===== config.mk =====
export PLATFORM = sky130hd
export DESIGN_NAME = kli_blend
export DESIGN_NICKNAME = d
export VERILOG_FILES = /design/src/hw/rtl/kli_pkg.sv /design/src/hw/rtl/kli_blend.sv
export SDC_FILE = /design/constraint.sdc
export NUM_CORES = 1
export LEC_CHECK = 0
export BUFFER_PORTS_ARGS = -buffer_cell sky130_fd_sc_hd__buf_2
export CORE_UTILIZATION = 62
export CTS_CLUSTER_SIZE = 8
export DETAILED_ROUTE_END_ITERATION = 8
export GPL_TIMING_DRIVEN = 0
export HOLD_SLACK_MARGIN = 0.15
export PLACE_DENSITY = 0.85
export SYNTH_ARGS = -nofsm -noshare
export SYNTH_HDL_FRONTEND = slang
export SYNTH_SLANG_ARGS = --single-unit

===== constraint.sdc =====
create_clock -name clk -period 12.1 [get_ports clk]
set_input_delay 1.21 -clock clk [delete_from_list [all_inputs] [get_ports clk]]
set_output_delay 1.21 -clock clk [all_outputs]
set_load 0.01 [all_outputs]

===== src/hw/rtl/kli_pkg.sv =====
`default_nettype none

package kli_pkg;

  localparam int DATA_W = 32;
  localparam int CMD_W = 2;
  localparam int FRAC_BITS = 16;
  localparam int MAX_KEYS_DEF = 64;

  localparam logic STATUS_OK   = 1'b0;
  localparam logic STATUS_FULL = 1'b1;

  typedef enum logic [CMD_W-1:0] {
    CMD_CLEAR  = 2'd0,
    CMD_APPEND = 2'd1,
    CMD_QUERY  = 2'd2
  } cmd_t;

  typedef struct packed {
    logic [DATA_W-1:0] key_time;
    logic [DATA_W-1:0] key_x;
    logic [DATA_W-1:0] key_y;
  } key_t;

endpackage

`default_nettype wire


===== src/hw/rtl/kli_blend.sv =====
`default_nettype none

// p0 + floor((p1 - p0) * s / 2^FRAC_BITS). Operands in one cycle, result the next.
module kli_blend (
  input  wire logic                              clk,
  input  wire logic signed [kli_pkg::DATA_W-1:0] p0,
  input  wire logic signed [kli_pkg::DATA_W-1:0] p1,
  input  wire logic [kli_pkg::FRAC_BITS-1:0]     s,
  output logic signed [kli_pkg::DATA_W-1:0]      result
);

  localparam int DIFF_W = kli_pkg::DATA_W + 1;
  localparam int PROD_W = DIFF_W + kli_pkg::FRAC_BITS + 1;

  logic signed [DIFF_W-1:0]          diff;
  logic signed [PROD_W-1:0]          prod;
  logic signed [PROD_W-1:0]          prod_q;
  logic signed [kli_pkg::DATA_W-1:0] p0_q;
  logic [PROD_W-kli_pkg::FRAC_BITS-1:0] sum;

  assign diff = {p1[kli_pkg::DATA_W-1], p1} - {p0[kli_pkg::DATA_W-1], p0};
  assign prod = diff * $signed({1'b0, s});

  always_ff @(posedge clk) begin
    prod_q <= prod;
    p0_q   <= p0;
  end

  // Arithmetic shift of the product is the floor division.
  assign sum = {{(PROD_W-kli_pkg::FRAC_BITS-kli_pkg::DATA_W){p0_q[kli_pkg::DATA_W-1]}}, p0_q}
             + prod_q[PROD_W-1:kli_pkg::FRAC_BITS];
  assign result = sum[kli_pkg::DATA_W-1:0];

endmodule

`default_nettype wire


* Word level (Yosys, flattened, before mapping)
Cells that the tools add are included.
** Storage, ports and cells
- Input bits :: 81
- Register bits :: 80
** Cells by class
- $add $sub $neg :: 2
- Multiply operators :: 1
** Operators with widths (number)
- $mul A33 B17 Y48 :: 1
- $sub A32 B32 Y33 :: 1
- $add A32 B32 Y32 :: 1

* Longest topological paths before layout
- Word-level depth :: 2
- Gate-level depth with buffers :: 36
- Gate-level depth less buffers :: 36

* Worst setup path before layout
Ideal clock, no wire load.
- Path type :: input port to flip-flop
- Start :: input port p0[4] in the netlist's numbering
- End :: register prod_q[41]
- Data required time :: 11.977 ns
- Buffers on the path :: 1
- Setup time :: 0.123 ns
- Arrival :: 8.715 ns
- Path slack :: 3.261 ns
- Stages :: 33
- Cell sequence :: inv_1 -> ha_1 -> o21a_1 -> o21a_1 -> o211ai_1 -> a21oi_1 -> o21ai_0 -> o21ai_0 -> a21o_1 -> a21oi_1 -> xnor2_1 -> clkbuf_1 -> nand2_1 -> fa_1 -> fa_1 -> fa_1 -> inv_1 -> fa_1 -> fa_1 -> inv_1 -> fa_1 -> inv_1 -> ha_1 -> a21oi_1 -> o21ai_0 -> o41ai_1 -> nand3b_1 -> a21o_1 -> a2bb2oi_1 -> a311o_1 -> a221oi_2 -> o21bai_1 -> xor2_1
** On the way
- Word-level cells in the longest chain between the ends :: 2
** RTL lines
- from (decl) :: RTL line kli_blend.sv:6 : input wire logic signed [kli_pkg::DATA_W-1:0] p0,
- $sub A32 B32 Y33 :: RTL line kli_blend.sv:21 : assign diff = {p1[kli_pkg::DATA_W-1], p1} - {p0[kli_pkg::DATA_W-1], p0};
- $mul A33 B17 Y48 :: RTL line kli_blend.sv:22 : assign prod = diff * $signed({1'b0, s});
- net prod[41] :: RTL line kli_blend.sv:16 : logic signed [PROD_W-1:0] prod;
- to (signal assigned) :: RTL line kli_blend.sv:25 : prod_q <= prod;
- to (decl) :: RTL line kli_blend.sv:17 : logic signed [PROD_W-1:0] prod_q;
The timed path passes the listed nets, and every way through them passes these cells.

* Worst setup path in the final report
Ends and elaborated chain as after synthesis.

==> impl_metrics.toml <==
[critical_path]
worst_setup_path_start_kind = "input port"
worstSetupStartpoint = "p0[4]"
crit_type = "in2reg"
crit_fanout = 10
crit_top_cell = "fa_1"
critPathSlowestCell = "a221oi_1"
cp.required_ns = 12.36
critical_path.max_stage_delay_ns = 0.77
cp-end-kind = "flip-flop"
crit_arrival_ns = 11.39

[worst_hold_path]
hold_end = "p0_q[31]"
min_from = "p0[31]"
min_path_type = "in2reg"
hold_depth = 1

[cts]
clk_pin_slew_ns = 0.06
root_buffer = "clkbuf_16"
cts_resized = 0
numCtsBuffers = 9
cts_buffer_depth = 2
hold_buffers = 0
cts_tree = "yes"
clock-sinks = 64
cts_setup_buffers = 0
h-tree-depth = 3

[yosys]
synth_compound_gate_area_share_pct = 8.52
synth_top_family_by_area = "adder cells"
synthMuxAreaShare_pct = 0
yosys.area.top_type = "fa_1"
synthTopCellsByCount = "inv_1, fa_1, nand2_1"
ys_top_cells_by_area = "fa_1, inv_1, ha_1"
synth_fa_ha_area_share_pct = 52.8
synth.top_cell.area_share_pct = 43.2
ys_seq_area_share_pct = 5.63
synth_xor_area_share_pct = 3.92
ys.flop_type = "dfxtp_1"
synth_seq_cells = 64
synth_nets = 3365
avgSynthCellArea_um2 = 8.69
async_reset_ff_share_pct = 0
synth_area_um2 = 22800
synth-edff-count = 0
synth_simple_gate_area_share_pct = 17.0
synth_cell_type_count = 72
ys.warnings.count = 0
synthCells = 2618
yosysMostFrequentCell = "inv_1"

[timing]
final_hold_viol_count = 0
max_freq_mhz = 89.8
max_slew_margin_pct = 7.30
timing.final.crit_share_pct = 92.0
setup_tns_ns = 0
rsz0062_at_grt = "no"
worstMarginPinSlew_ns = 1.38
fin_ws_ns = 0.969
setup_viol = 0
slew_violations = 0
period_minus_slack_ns = 11.13

[grt]
grt_pass1_wl_um = 108000
grt_max_degree = 13
grtUsageTotal_pct = 38.0
grt_overflow_total = 0
antenna_found_initial = 4
grt_pass1_vias = 20114

[route]
drtAntennaViolNets = 0
drt-total-wl_um = 68300
drt_iter0_drc = 1528
firstDrtPassIters = 6
vias = 18611
wl_per_cell_um = 21.3
vias_per_cell = 5.82
drc_errors = 0

[floorplan]
core_um2 = 35800
num_rows = 69
die_w_um = 194
initial_utilization_pct = 63.5
die_h_um = 194
ios = 113
dieArea_um2 = 37500

[cells_and_area]
drive_gt1_share_pct = 5.27
finalNetCount = 3476
stdcell_area_um2 = 24200
syn2layout_area_growth_pct = 6.12
seqCellArea_um2 = 1280
multi_input_area_um2 = 18700
fillers = 2937

[placed_design]
preCtsSetupSlack_ns = 0.769
gp_congestion = 1.01
numPortBuffers = 100
place_area_um2 = 23800
dp.final_hpwl_um = 57300

[flow_run]
maxCapViolations = 0

[status]
outcome = "completed"
[state kept, by name (all words and copies together) (netlist names)]
signal / cells
p0_q: 32
prod_q: 32
[worst max-delay path by stage]
stage	to	slack [ns]	cells after the start
3_5_place_dp	prod_q[41]	0.77	33
6_report	prod_q[41]	0.97	34
2_1_floorplan	prod_q[41]	3.26	33
5_1_grt	prod_q[41]	0.70	33
4_1_cts	prod_q[41]	1.07	33
3_3_place_gp	prod_q[41]	0.90	33
[logic make-up after synthesis]
kind of cell,after synthesis
AO/OA/AOI/OAI,283
AND/OR/NAND/NOR,773
adder cells (fa/ha/maj),666
flip-flops,64
XOR/XNOR,102
buffers and inverters,730
[layout by cell type (no fill, tap or decap), drive strengths merged, types with 9 or more instances in the layout]
cell,n
fa,491
nor2,49
nor3,9
o21a,20
clkbuf,109
a21oi,62
nand4,21
inv,620
dfxtp,64
xor2,36
and2,227
ha,175
o21ai,62
a21o,32
a31oi,21
a211oi,11
o211a,12
nor2b,44
nand2,342
nand3,18
nand2b,20
o211ai,13
and3,10
buf,111
xnor2,66
[through the flow]
step                      hold WS (ns)  util [%]  cells
after CTS                        0.980      67.4   3195
after global placement            1.33      66.5   3179
after floorplan                   1.24         -   2618
after detailed placement          1.33      66.5   3179
after global routing             0.978      67.4   3197
final                            0.985      67.4   3198
[final cells by class]
| type | instances | share of cell area (%) |
|---|---|---|
| Clock buffer | 10 | 0.989 |
| Antenna cell | 3 | 0.0311 |
| Clock inverter | 6 | 0.285 |
| Sequential cell | 64 | 5.30 |
| Inverter | 620 | 9.63 |
| Multi-Input combinational cell | 1824 | 77.5 |
| Buffer | 110 | 1.78 |
| Timing Repair Buffer | 100 | 2.07 |
| Tap cell | 461 | 2.39 |
[worst max-delay path: cells and delay by family]
| family | cells | cell delay [ns] |
|---|---|---|
| XOR/XNOR | 2 | 0.84 |
| AND/OR/NAND/NOR | 4 | 1.07 |
| buffers and inverters | 6 | 0.92 |
| AO/OA/AOI/OAI | 14 | 3.46 |
| adder cells (fa/ha/maj) | 8 | 3.84 |
[layer usage]
metal / vias up / GRT usage, % / part of all wire [%]
li1: 8094 / - / -
met1: 9334 / 45.4 / 36
met2: 921 / 62.0 / 47
met3: 262 / 8.18 / 9.4
met4: 0 / 25.6 / 8.0
met5: - / 0 / 0
Power is not shown: default switching activity piles up to over one toggle a cycle in this logic, so the estimate is an artifact.
