**config.mk**
```make
export PLATFORM = sky130hd
export DESIGN_NAME = kli_div
export DESIGN_NICKNAME = d
export VERILOG_FILES = /design/src/hw/rtl/kli_pkg.sv /design/src/hw/rtl/kli_div.sv
export SDC_FILE = /design/constraint.sdc
export NUM_CORES = 1
export LEC_CHECK = 0
export ABC_AREA = 1
export BUFFER_PORTS_ARGS = -buffer_cell sky130_fd_sc_hd__clkbuf_2
export CAP_MARGIN = 10
export CORE_ASPECT_RATIO = 1.5
export CORE_UTILIZATION = 53
export DETAILED_ROUTE_END_ITERATION = 6
export PLACE_DENSITY_LB_ADDON = 0.1
export SETUP_SLACK_MARGIN = 0.05
export SLEW_MARGIN = 30
export SYNTH_ARGS = -nofsm -noshare
export SYNTH_HDL_FRONTEND = slang
export SYNTH_SLANG_ARGS = --single-unit
```
**constraint.sdc**
```tcl
create_clock -name clk -period 2.18 [get_ports clk]
set_input_delay 0.218 -clock clk [delete_from_list [all_inputs] [get_ports clk]]
set_output_delay 0.218 -clock clk [all_outputs]
set_load 0.05 [all_outputs]
```
**src/hw/rtl/kli_pkg.sv**
```systemverilog
`default_nettype none

package kli_pkg;

  localparam int DATA_W = 32;
  localparam int CMD_W = 2;
  localparam int FRAC_BITS = 16;
  localparam int MAX_KEYS_DEF = 64;

  localparam logic STATUS_OK   = 1'b0;
  localparam logic STATUS_FULL = 1'b1;

  typedef enum logic [CMD_W-1:0] {
    CMD_CLEAR  = 2'd0,
    CMD_APPEND = 2'd1,
    CMD_QUERY  = 2'd2
  } cmd_t;

  typedef struct packed {
    logic [DATA_W-1:0] key_time;
    logic [DATA_W-1:0] key_x;
    logic [DATA_W-1:0] key_y;
  } key_t;

endpackage

`default_nettype wire

```
**src/hw/rtl/kli_div.sv**
```systemverilog
`default_nettype none

// Restoring divider: quotient = (dividend << FRAC_BITS) / divisor, one bit a cycle.
// The dividend must be below the divisor so the quotient fits FRAC_BITS bits.
module kli_div (
  input  wire logic                          clk,
  input  wire logic                          rst,
  input  wire logic                          start,
  input  wire logic [kli_pkg::DATA_W-1:0]    dividend,
  input  wire logic [kli_pkg::DATA_W-1:0]    divisor,
  output logic                               done,
  output logic [kli_pkg::FRAC_BITS-1:0]      quot
);

  localparam int CNT_W = $clog2(kli_pkg::FRAC_BITS + 1);

  logic                          busy;
  logic [CNT_W-1:0]              cnt;
  logic [kli_pkg::DATA_W-1:0]    rem;
  logic [kli_pkg::DATA_W-1:0]    den;
  logic [kli_pkg::DATA_W:0]      rem_sh;
  logic                          take;

  assign rem_sh = {rem, 1'b0};
  assign take   = rem_sh >= {1'b0, den};

  always_ff @(posedge clk) begin
    if (rst) begin
      busy <= 1'b0;
      done <= 1'b0;
      cnt  <= '0;
    end else begin
      done <= busy && (cnt == CNT_W'(1));
      if (start) begin
        busy <= 1'b1;
        cnt  <= CNT_W'(kli_pkg::FRAC_BITS);
      end else if (busy) begin
        cnt <= cnt - CNT_W'(1);
        if (cnt == CNT_W'(1)) begin
          busy <= 1'b0;
        end
      end
    end
  end

  always_ff @(posedge clk) begin
    if (start) begin
      rem  <= dividend;
      den  <= divisor;
      quot <= '0;
    end else if (busy) begin
      if (take) begin
        rem <= rem_sh[kli_pkg::DATA_W-1:0] - den;
      end else begin
        rem <= rem_sh[kli_pkg::DATA_W-1:0];
      end
      quot <= {quot[kli_pkg::FRAC_BITS-2:0], take};
    end
  end

endmodule

`default_nettype wire

```
Yosys cells after proc, flatten, opt, wreduce, memory -nomap -nowiden
Index checks and enable logic that the tools add are counted.
Widths: inputs -> output; s select.

word-level totals
  flip-flop bits (word level) = 87
  input port bits = 67
  output and inout port bits = 17
  logic and storage cells = 22

cells by class
  $add $sub $neg = 2
  magnitude comparators = 1
  eq/ne operators = 1
  mux-type cells = 8
  reduce and logical (&&, ||, !) cells = 3

operators with widths
  cell                 number
  $mux 32              3
  $ge 33x32->1         1
  $sub 32x32->32       1
  $mux 5               2
  $eq 5x1->1 const B   1
  $sub 5x1->5 const B  1
  $mux 1               3
  $reduce_bool 2->1    1
  $reduce_or 2->1      1
  $logic_and 1x1->1    1

Logic depth before layout (Yosys ltp)
Gate-level depths: netlist (run 1).

  depth in word-level cells = 4
  mapped depth = 17
  gate-level depth less buffers = 16

Worst setup path after synthesis (run 1)
No wires, ideal clock.

  path kind = register -> register
  from = register busy
  to = register rem[0] in the netlist's numbering (enable)
  setup time = 409 ps
  arrival time = 1,859 ps
  path slack = -88 ps
  cell stages (with the launch flop) = 5
  path buffers = 2
  clock period less this slack = 2,268 ps
  cells stage by stage = dfxtp_1 -> clkbuf_1 -> nor2_1 -> inv_1 -> buf_1

between the ends
  longest elaborated chain between the ends = 1

RTL lines
  element                      line           RTL
  from (decl)                  kli_div.sv:17  logic busy;
  from (signal assigned)       kli_div.sv:29  busy <= 1'b0;
  from (signal assigned)       kli_div.sv:35  busy <= 1'b1;
  from (signal assigned)       kli_div.sv:40  busy <= 1'b0;
  $reduce_bool 2->1 (no line)  n/a
  to (signal assigned)         kli_div.sv:48  rem <= dividend;
  to (signal assigned)         kli_div.sv:53  rem <= rem_sh[kli_pkg::DATA_W-1:0] - den;
  to (signal assigned)         kli_div.sv:55  rem <= rem_sh[kli_pkg::DATA_W-1:0];
  to (decl)                    kli_div.sv:19  logic [kli_pkg::DATA_W-1:0] rem;

No other way between the ends.
A chain may end at the register's enable or synchronous reset.

Worst setup path in the final report (run 1)
  from = register rem[30] in the netlist's numbering
  to = register rem[9] in the netlist's numbering (data pin)

between the ends
  longest elaborated chain between the ends = 4

RTL lines
  element       line           RTL
  $ge 33x32->1  kli_div.sv:25  assign take = rem_sh >= {1'b0, den};
  $mux 32       kli_div.sv:52  if (take) begin
  $mux 32       kli_div.sv:51  end else if (busy) begin
  $mux 32       kli_div.sv:47  if (start) begin

No other way between the ends. The select of a mux whose other input is x is not followed.

==> flow_metrics.py, run 1 <==
metrics = {
    "yosys": {
        "synth_commonest_cells": "nand2_1, inv_1, nand3_1",
        "yosys_register_bits": 87,
        "seq_area_frac_synth": 0.376,
        "async_reset_ff_frac": 0,
        "avgSynthCellArea_sq_um": 6.96,
        "synth.top_cell.area_share": 0.304,
        "synth_top_area_cell": "edfxtp_1",
        "synth_ff_type": "edfxtp_1",
        "yosysWarnings": 0,
        "yosys-top-cells-area": "edfxtp_1, nand2_1, inv_1, dfxtp_1, ha_1",
        "synth-edff-count": 64,
        "synth_fp_nets": 1012,
        "yosysUniqueCellTypes": 36,
        "syn_area_sq_um": 6330,
        "synth_most_common_cell": "nand2_1",
        "synth_cells": 910,
    },
    "place": {
        "hpwl_microns": 13100,
        "finalWeightedCongestion": 0.979,
        "port-buffer-count": 83,
        "dp.cells": 1232,
        "placed_cell_area_sq_um": 7630,
    },
    "floorplan": {
        "die_h_microns": 136,
        "io_pins": 84,
        "initial_utilization": 0.546,
        "die_w_microns": 91.2,
        "die_area_sq_um": 12400,
        "num_rows": 48,
        "core_sq_um": 11600,
    },
    "global_route": {
        "grt.total_usage": 0.324,
        "overflow": 0,
        "grt_pass1_wl_microns": 30900,
        "grt_antenna_before_repair": 0,
        "grt_pass1_vias": 6701,
        "grt_max_degree": 37,
    },
    "min_path": {
        "hold_path_class": "input port to flop",
        "hp-start": "divisor[15]",
        "holdPathStages": 1,
        "hold_end": "den[15]",
    },
    "status": {
        "status": "finished with violations",
        "violations": "setup timing",
    },
    "layout": {
        "final_util": 0.812,
        "final_cells": 1294,
        "design_area_sq_um": 9410,
        "nets": 1241,
        "synthToLayoutAreaGrowth_pct": 48.6,
        "drive_above_1_share": 0.379,
        "diodes": 0,
    },
    "timing": {
        "finalClockSkew_ns": 0.00947,
        "rsz0062_at_grt": "true",
        "relSlewSlack": 0.644,
        "fmax_mhz": 417,
        "final_hold_viol_count": 0,
        "finalMaxSlewViolations": 0,
        "setup_viol": 33,
        "fin_hold_ws_ns": 0.0264,
        "post-route-period-util": 1.10,
        "period_minus_slack_ns": 2.40,
        "fin_ws_ns": -0.221,
        "worst_slew_pin_slew_ns": 0.534,
    },
    "worst_setup_path": {
        "crit-reg2reg-launch": "rem[30]",
        "cp_cell_sequence": "ha_1, inv_1, nor2_2, nand2_2, inv_1, a21oi_2, nand2_2, nor2_4, buf_12, buf_4, buf_6, nand3b_1, nand3_1, nand2_1",
        "regToRegSetupSlack_ns": -0.22,
        "worst_r2r_path_depth": 14,
        "r2r_end": "rem[9]",
        "slowest_stage": "edfxtp_1",
        "cp-end-kind": "flop",
        "worstPathBufferInverterCount": 5,
        "critical_path_required_ns": 2.30,
        "cp_max_fo": 7,
        "cp-start-kind": "flop",
        "cp.arrival_ns": 2.52,
        "crit_type": "flop to flop",
        "critPathMaxStageDelay_ns": 0.41,
        "critical-path-top-delay-family": "simple AND/OR/NAND/NOR gates",
    },
    "clock_network": {
        "hold_buffers": 0,
        "htree_levels": 3,
        "cts.sinks": 87,
        "cts_buffer_depth": 2,
        "clkSlewWorstSetupHoldPaths_ns": 0.07,
        "numCtsBuffers": 9,
        "clk_latency_ns": 0.37,
        "cts_root_buffer": "clkbuf_16",
        "cts_tree": "done",
    },
    "route": {
        "final_antenna_net_count": 0,
        "dr.pass1.iters": 5,
        "drc_errors": 0,
        "dr.first_iter.drc_count": 476,
        "wl_per_cell_microns": 16.6,
        "route.vias.total": 6984,
        "drt_wl_total_microns": 21500,
        "viasPerCell": 5.40,
    },
    "power_and_ir_drop": {
        "power_mw": 8.84,
        "leakage_nw": 4.82,
        "peakVddDrop_mv": 0.610,
        "p_per_area_nw_per_um2": 940,
    },
    "job": {
        "drv_cap": 0,
    },
}
how the worst max path moves through the flow:
stage,start,to,slack [ns],cells past startpoint
CTS,rem[19],rem[19],-0.14,15
finish,rem[30],rem[9],-0.22,14
global placement,rem[21],rem[28],-0.29,12
global route,rem[30],rem[9],-0.33,14
floorplan,rem[28],rem[27],0.09,14
detailed placement,rem[14],rem[28],-0.28,13
stage by stage:
| step | setup WS (ns) | setup TNS, ns |
|---|---|---|
| 3_3_place_gp | -0.295 | -6.53 |
| 3_5_place_dp | -0.283 | -6.19 |
| 2_1_floorplan | 0.0935 | 0 |
| 6_report | -0.221 | -5.63 |
| 4_1_cts | -0.143 | -2.69 |
| 5_1_grt | -0.328 | -9.31 |
logic make-up after synthesis:
kind of cell | after synthesis | synth area share
adders and majority gates | 35 | 0.0704
xor gates and xnor gates | 15 | 0.0208
buffers and inverters | 209 | 0.131
AOI/OAI and AO/OA | 46 | 0.0423
DFF | 87 | 0.376
and+or+nand+nor | 518 | 0.359
sequential cells by signal (all words and copies together), names as in the netlist:
name,flops
den,32
rem,32
quot,16
cnt,5
busy,1
done,1
per-layer routing:
metal	global-route usage	wire length, microns	vias to the layer above	part of all wire
met5	0	0	-	0
met4	0.210	1560	0	0.072
met3	0.0464	1090	131	0.051
met2	0.626	11300	307	0.52
met1	0.318	7570	3258	0.35
li1	-	-	3288	-
cell usage in the layout, fill, tap and decap left out, types with 6 or more instances in the layout:
master     netlist  routed
edfxtp_1        64      64
nand4_1         10      10
nand3_2          7      33
dfxtp_1         23      23
ha_4             0      26
nor2_2           3      13
clkbuf_2         0      83
inv_2            4      13
a21oi_1         19      12
nand2_8          1       6
buf_4            0     127
ha_1            34       7
nand2_2          4      49
nor2_1          51      31
nand2_1        333     271
nand3_1         68      42
nand2_4          0      16
clkbuf_16        0      11
nor2_4           2      12
inv_1          183     174
buf_6            5       9
xnor2_1         13      11
o22ai_1         14      14
nand3b_1        25      25
buf_12           0      10
a21oi_2          1       7
power by group:
| part | total, mW | leakage, nW | internal (mW) | switching, mW |
|---|---|---|---|---|
| Combinational | 5.05 | 3.84 | 2.33 | 2.71 |
| Sequential | 2.19 | 0.826 | 2.04 | 0.155 |
| Clock | 1.60 | 0.148 | 0.835 | 0.769 |
| Total | 8.84 | 4.82 | 5.20 | 3.64 |
final cells by class:
class                           instances  area, sq um
Multi-Input combinational cell        618         4060
Sequential cell                        87         2380
Fill cell                             748         2180
Timing Repair Buffer                  233         1760
Inverter                              190          716
Clock buffer                           10          239
Tap cell                              150          188
Clock inverter                          6         55.1
what timing repair did:
action,4_1_cts,5_1_grt
pin swaps,34,43
buffers inserted,27,13
setup endpoints to repair,33,33
cloned,5,3
resized for setup,124,88
endpoints found under the hold margin,0,0
Note: power is estimated with default switching activity, not from simulation.
==> inputs of run 2 (changes only) <==
--- a/config.mk
+++ b/config.mk
@@ -9,7 +9,8 @@
 export BUFFER_PORTS_ARGS = -buffer_cell sky130_fd_sc_hd__clkbuf_2
 export CAP_MARGIN = 10
 export CORE_ASPECT_RATIO = 1.5
-export CORE_UTILIZATION = 53
+export CORE_UTILIZATION = 55
+export CTS_BUF_LIST = sky130_fd_sc_hd__clkbuf_4
 export DETAILED_ROUTE_END_ITERATION = 6
 export PLACE_DENSITY_LB_ADDON = 0.1
 export SETUP_SLACK_MARGIN = 0.05
==> flow_metrics.py, run 2 (same netlist as run 1, synthesis figures left out) <==
metrics = {
    "route": {
        "dr.pass1.iters": 5,
        "final_antenna_net_count": 0,
        "drc_errors": 0,
        "route.vias.total": 6906,
        "wl_per_cell_microns": 16.5,
        "drt_wl_total_microns": 21600,
        "viasPerCell": 5.26,
        "dr.first_iter.drc_count": 495,
    },
    "power_and_ir_drop": {
        "leakage_nw": 4.73,
        "power_mw": 8.24,
        "p_per_area_nw_per_um2": 882,
        "peakVddDrop_mv": 0.488,
    },
    "layout": {
        "top_regs": "den: 32 flops, rem: 32 flops, quot: 16 flops",
        "design_area_sq_um": 9330,
        "synthToLayoutAreaGrowth_pct": 47.4,
        "final_common_cell": "nand2_1",
        "drive_above_1_share": 0.332,
        "nets": 1261,
        "fillers": 657,
        "final_cell_mix": "nand2_1, inv_1, buf_4",
    },
    "clock_network": {
        "htree_levels": 3,
        "cts.sinks": 87,
        "cts_tree": "done",
        "clk_latency_ns": 0.47,
        "cts_buffer_depth": 2,
        "cts_root_buffer": "clkbuf_4",
        "numCtsBuffers": 9,
        "clkSlewWorstSetupHoldPaths_ns": 0.16,
    },
    "timing": {
        "relSlewSlack": 0.504,
        "period_minus_slack_ns": 2.36,
        "fmax_mhz": 425,
        "finalMaxSlewViolations": 0,
        "final_hold_viol_count": 0,
        "finalClockSkew_ns": 0.0216,
        "fin_ws_ns": -0.175,
        "setup_viol": 32,
        "worst_slew_pin_slew_ns": 0.744,
        "rsz0062_at_grt": "true",
        "post-route-period-util": 1.08,
    },
    "job": {
        "drv_cap": 0,
    },
    "floorplan": {
        "core_sq_um": 11100,
        "initial_utilization": 0.570,
        "die_w_microns": 89.6,
        "io_pins": 84,
        "die_area_sq_um": 12000,
        "num_rows": 47,
        "die_h_microns": 133,
    },
    "status": {
        "violations": "setup timing",
        "status": "finished with violations",
    },
    "global_route": {
        "grt_pass1_vias": 6820,
        "grt_max_degree": 66,
        "grt_antenna_before_repair": 1,
        "grt.total_usage": 0.352,
        "overflow": 0,
        "grt_pass1_wl_microns": 31500,
    },
    "min_path": {
        "hold_path_class": "input port to flop",
    },
    "worst_setup_path": {
        "cp-end-kind": "flop",
        "critical_path_required_ns": 2.41,
        "crit_type": "flop to flop",
        "cp.arrival_ns": 2.58,
        "cp_max_fo": 3,
        "cp-start-kind": "flop",
    },
    "place": {
        "placed_cell_area_sq_um": 7610,
        "hpwl_microns": 13100,
        "place_ws_ns": -0.217,
        "finalWeightedCongestion": 0.980,
        "port-buffer-count": 83,
    },
}
run 2: cell types whose count changed in the layout (fill, tap and decap cells not counted), moves of 11 or more:
cell,change
dlygate4sd3_1,+33
nand2_1,+16
nand3_1,+16
nand3_2,-16
buf_4,-11
run 2: cell type report:
type	instances	area (sq um)	area share
tap	147	184	0.0197
inverter	190	713	0.0764
clock buffer	10	75.1	0.00804
multi-input combinational	619	3940	0.423
antenna	1	2.50	0.000268
clock inverter	6	116	0.0125
sequential	87	2380	0.255
timing repair buffer	252	1920	0.205
run 2: worst paths after layout:
path	startpoint	to	slack, ns	depth (start not counted)
max reg2reg	rem[17]	rem[19]	-0.18	13
max	rem[17]	rem[19]	-0.18	13
min reg2reg	cnt[4]	cnt[4]	0.50	2
min	dividend[9]	rem[9]	0.001	3
run 2: what timing repair did:
action,in CTS,in global routing
pin swaps,48,38
endpoints found under the hold margin,35,0
hold buffers,33,0
endpoints found under the setup margin,33,33
cloned,7,2
resized for setup,116,54
buffers inserted,22,9
run 2: stage by stage:
| stage | hold WS, ns | instances | setup TNS, ns | util |
|---|---|---|---|---|
| floorplan | 0.287 | 910 | 0 | - |
| global placement | 0.395 | 1225 | -4.35 | 0.684 |
| detailed placement | 0.397 | 1225 | -4.84 | 0.684 |
| CTS | 0.00751 | 1302 | -1.09 | 0.818 |
| global route | 0.00112 | 1312 | -6.22 | 0.840 |
| finish | 0.00138 | 1312 | -2.74 | 0.840 |
run 2: critical path, stage by stage, from the launching register on:
cell	delay [ns]
edfxtp_1	0.45
ha_4	0.31
buf_6	0.12
nand2_8	0.07
nor2_1	0.13
inv_1	0.06
nor2_1	0.20
nand4_1	0.26
nand3_1	0.16
nand2_1	0.07
nand2_1	0.07
nand2_1	0.06
nand3_1	0.07
nand2_1	0.08
run 2: layer usage:
metal  part of all wire  vias to the layer above  track usage
met5                  0                        -            0
met4              0.069                        0        0.228
met1               0.36                     3145        0.353
met2               0.51                      318        0.634
met3              0.067                      109       0.0682
li1                   -                     3334            -
run 2: where the power goes:
part           internal [mW]  switching [mW]
registers               2.04           0.166
logic                   2.22            2.57
clock network          0.607           0.633
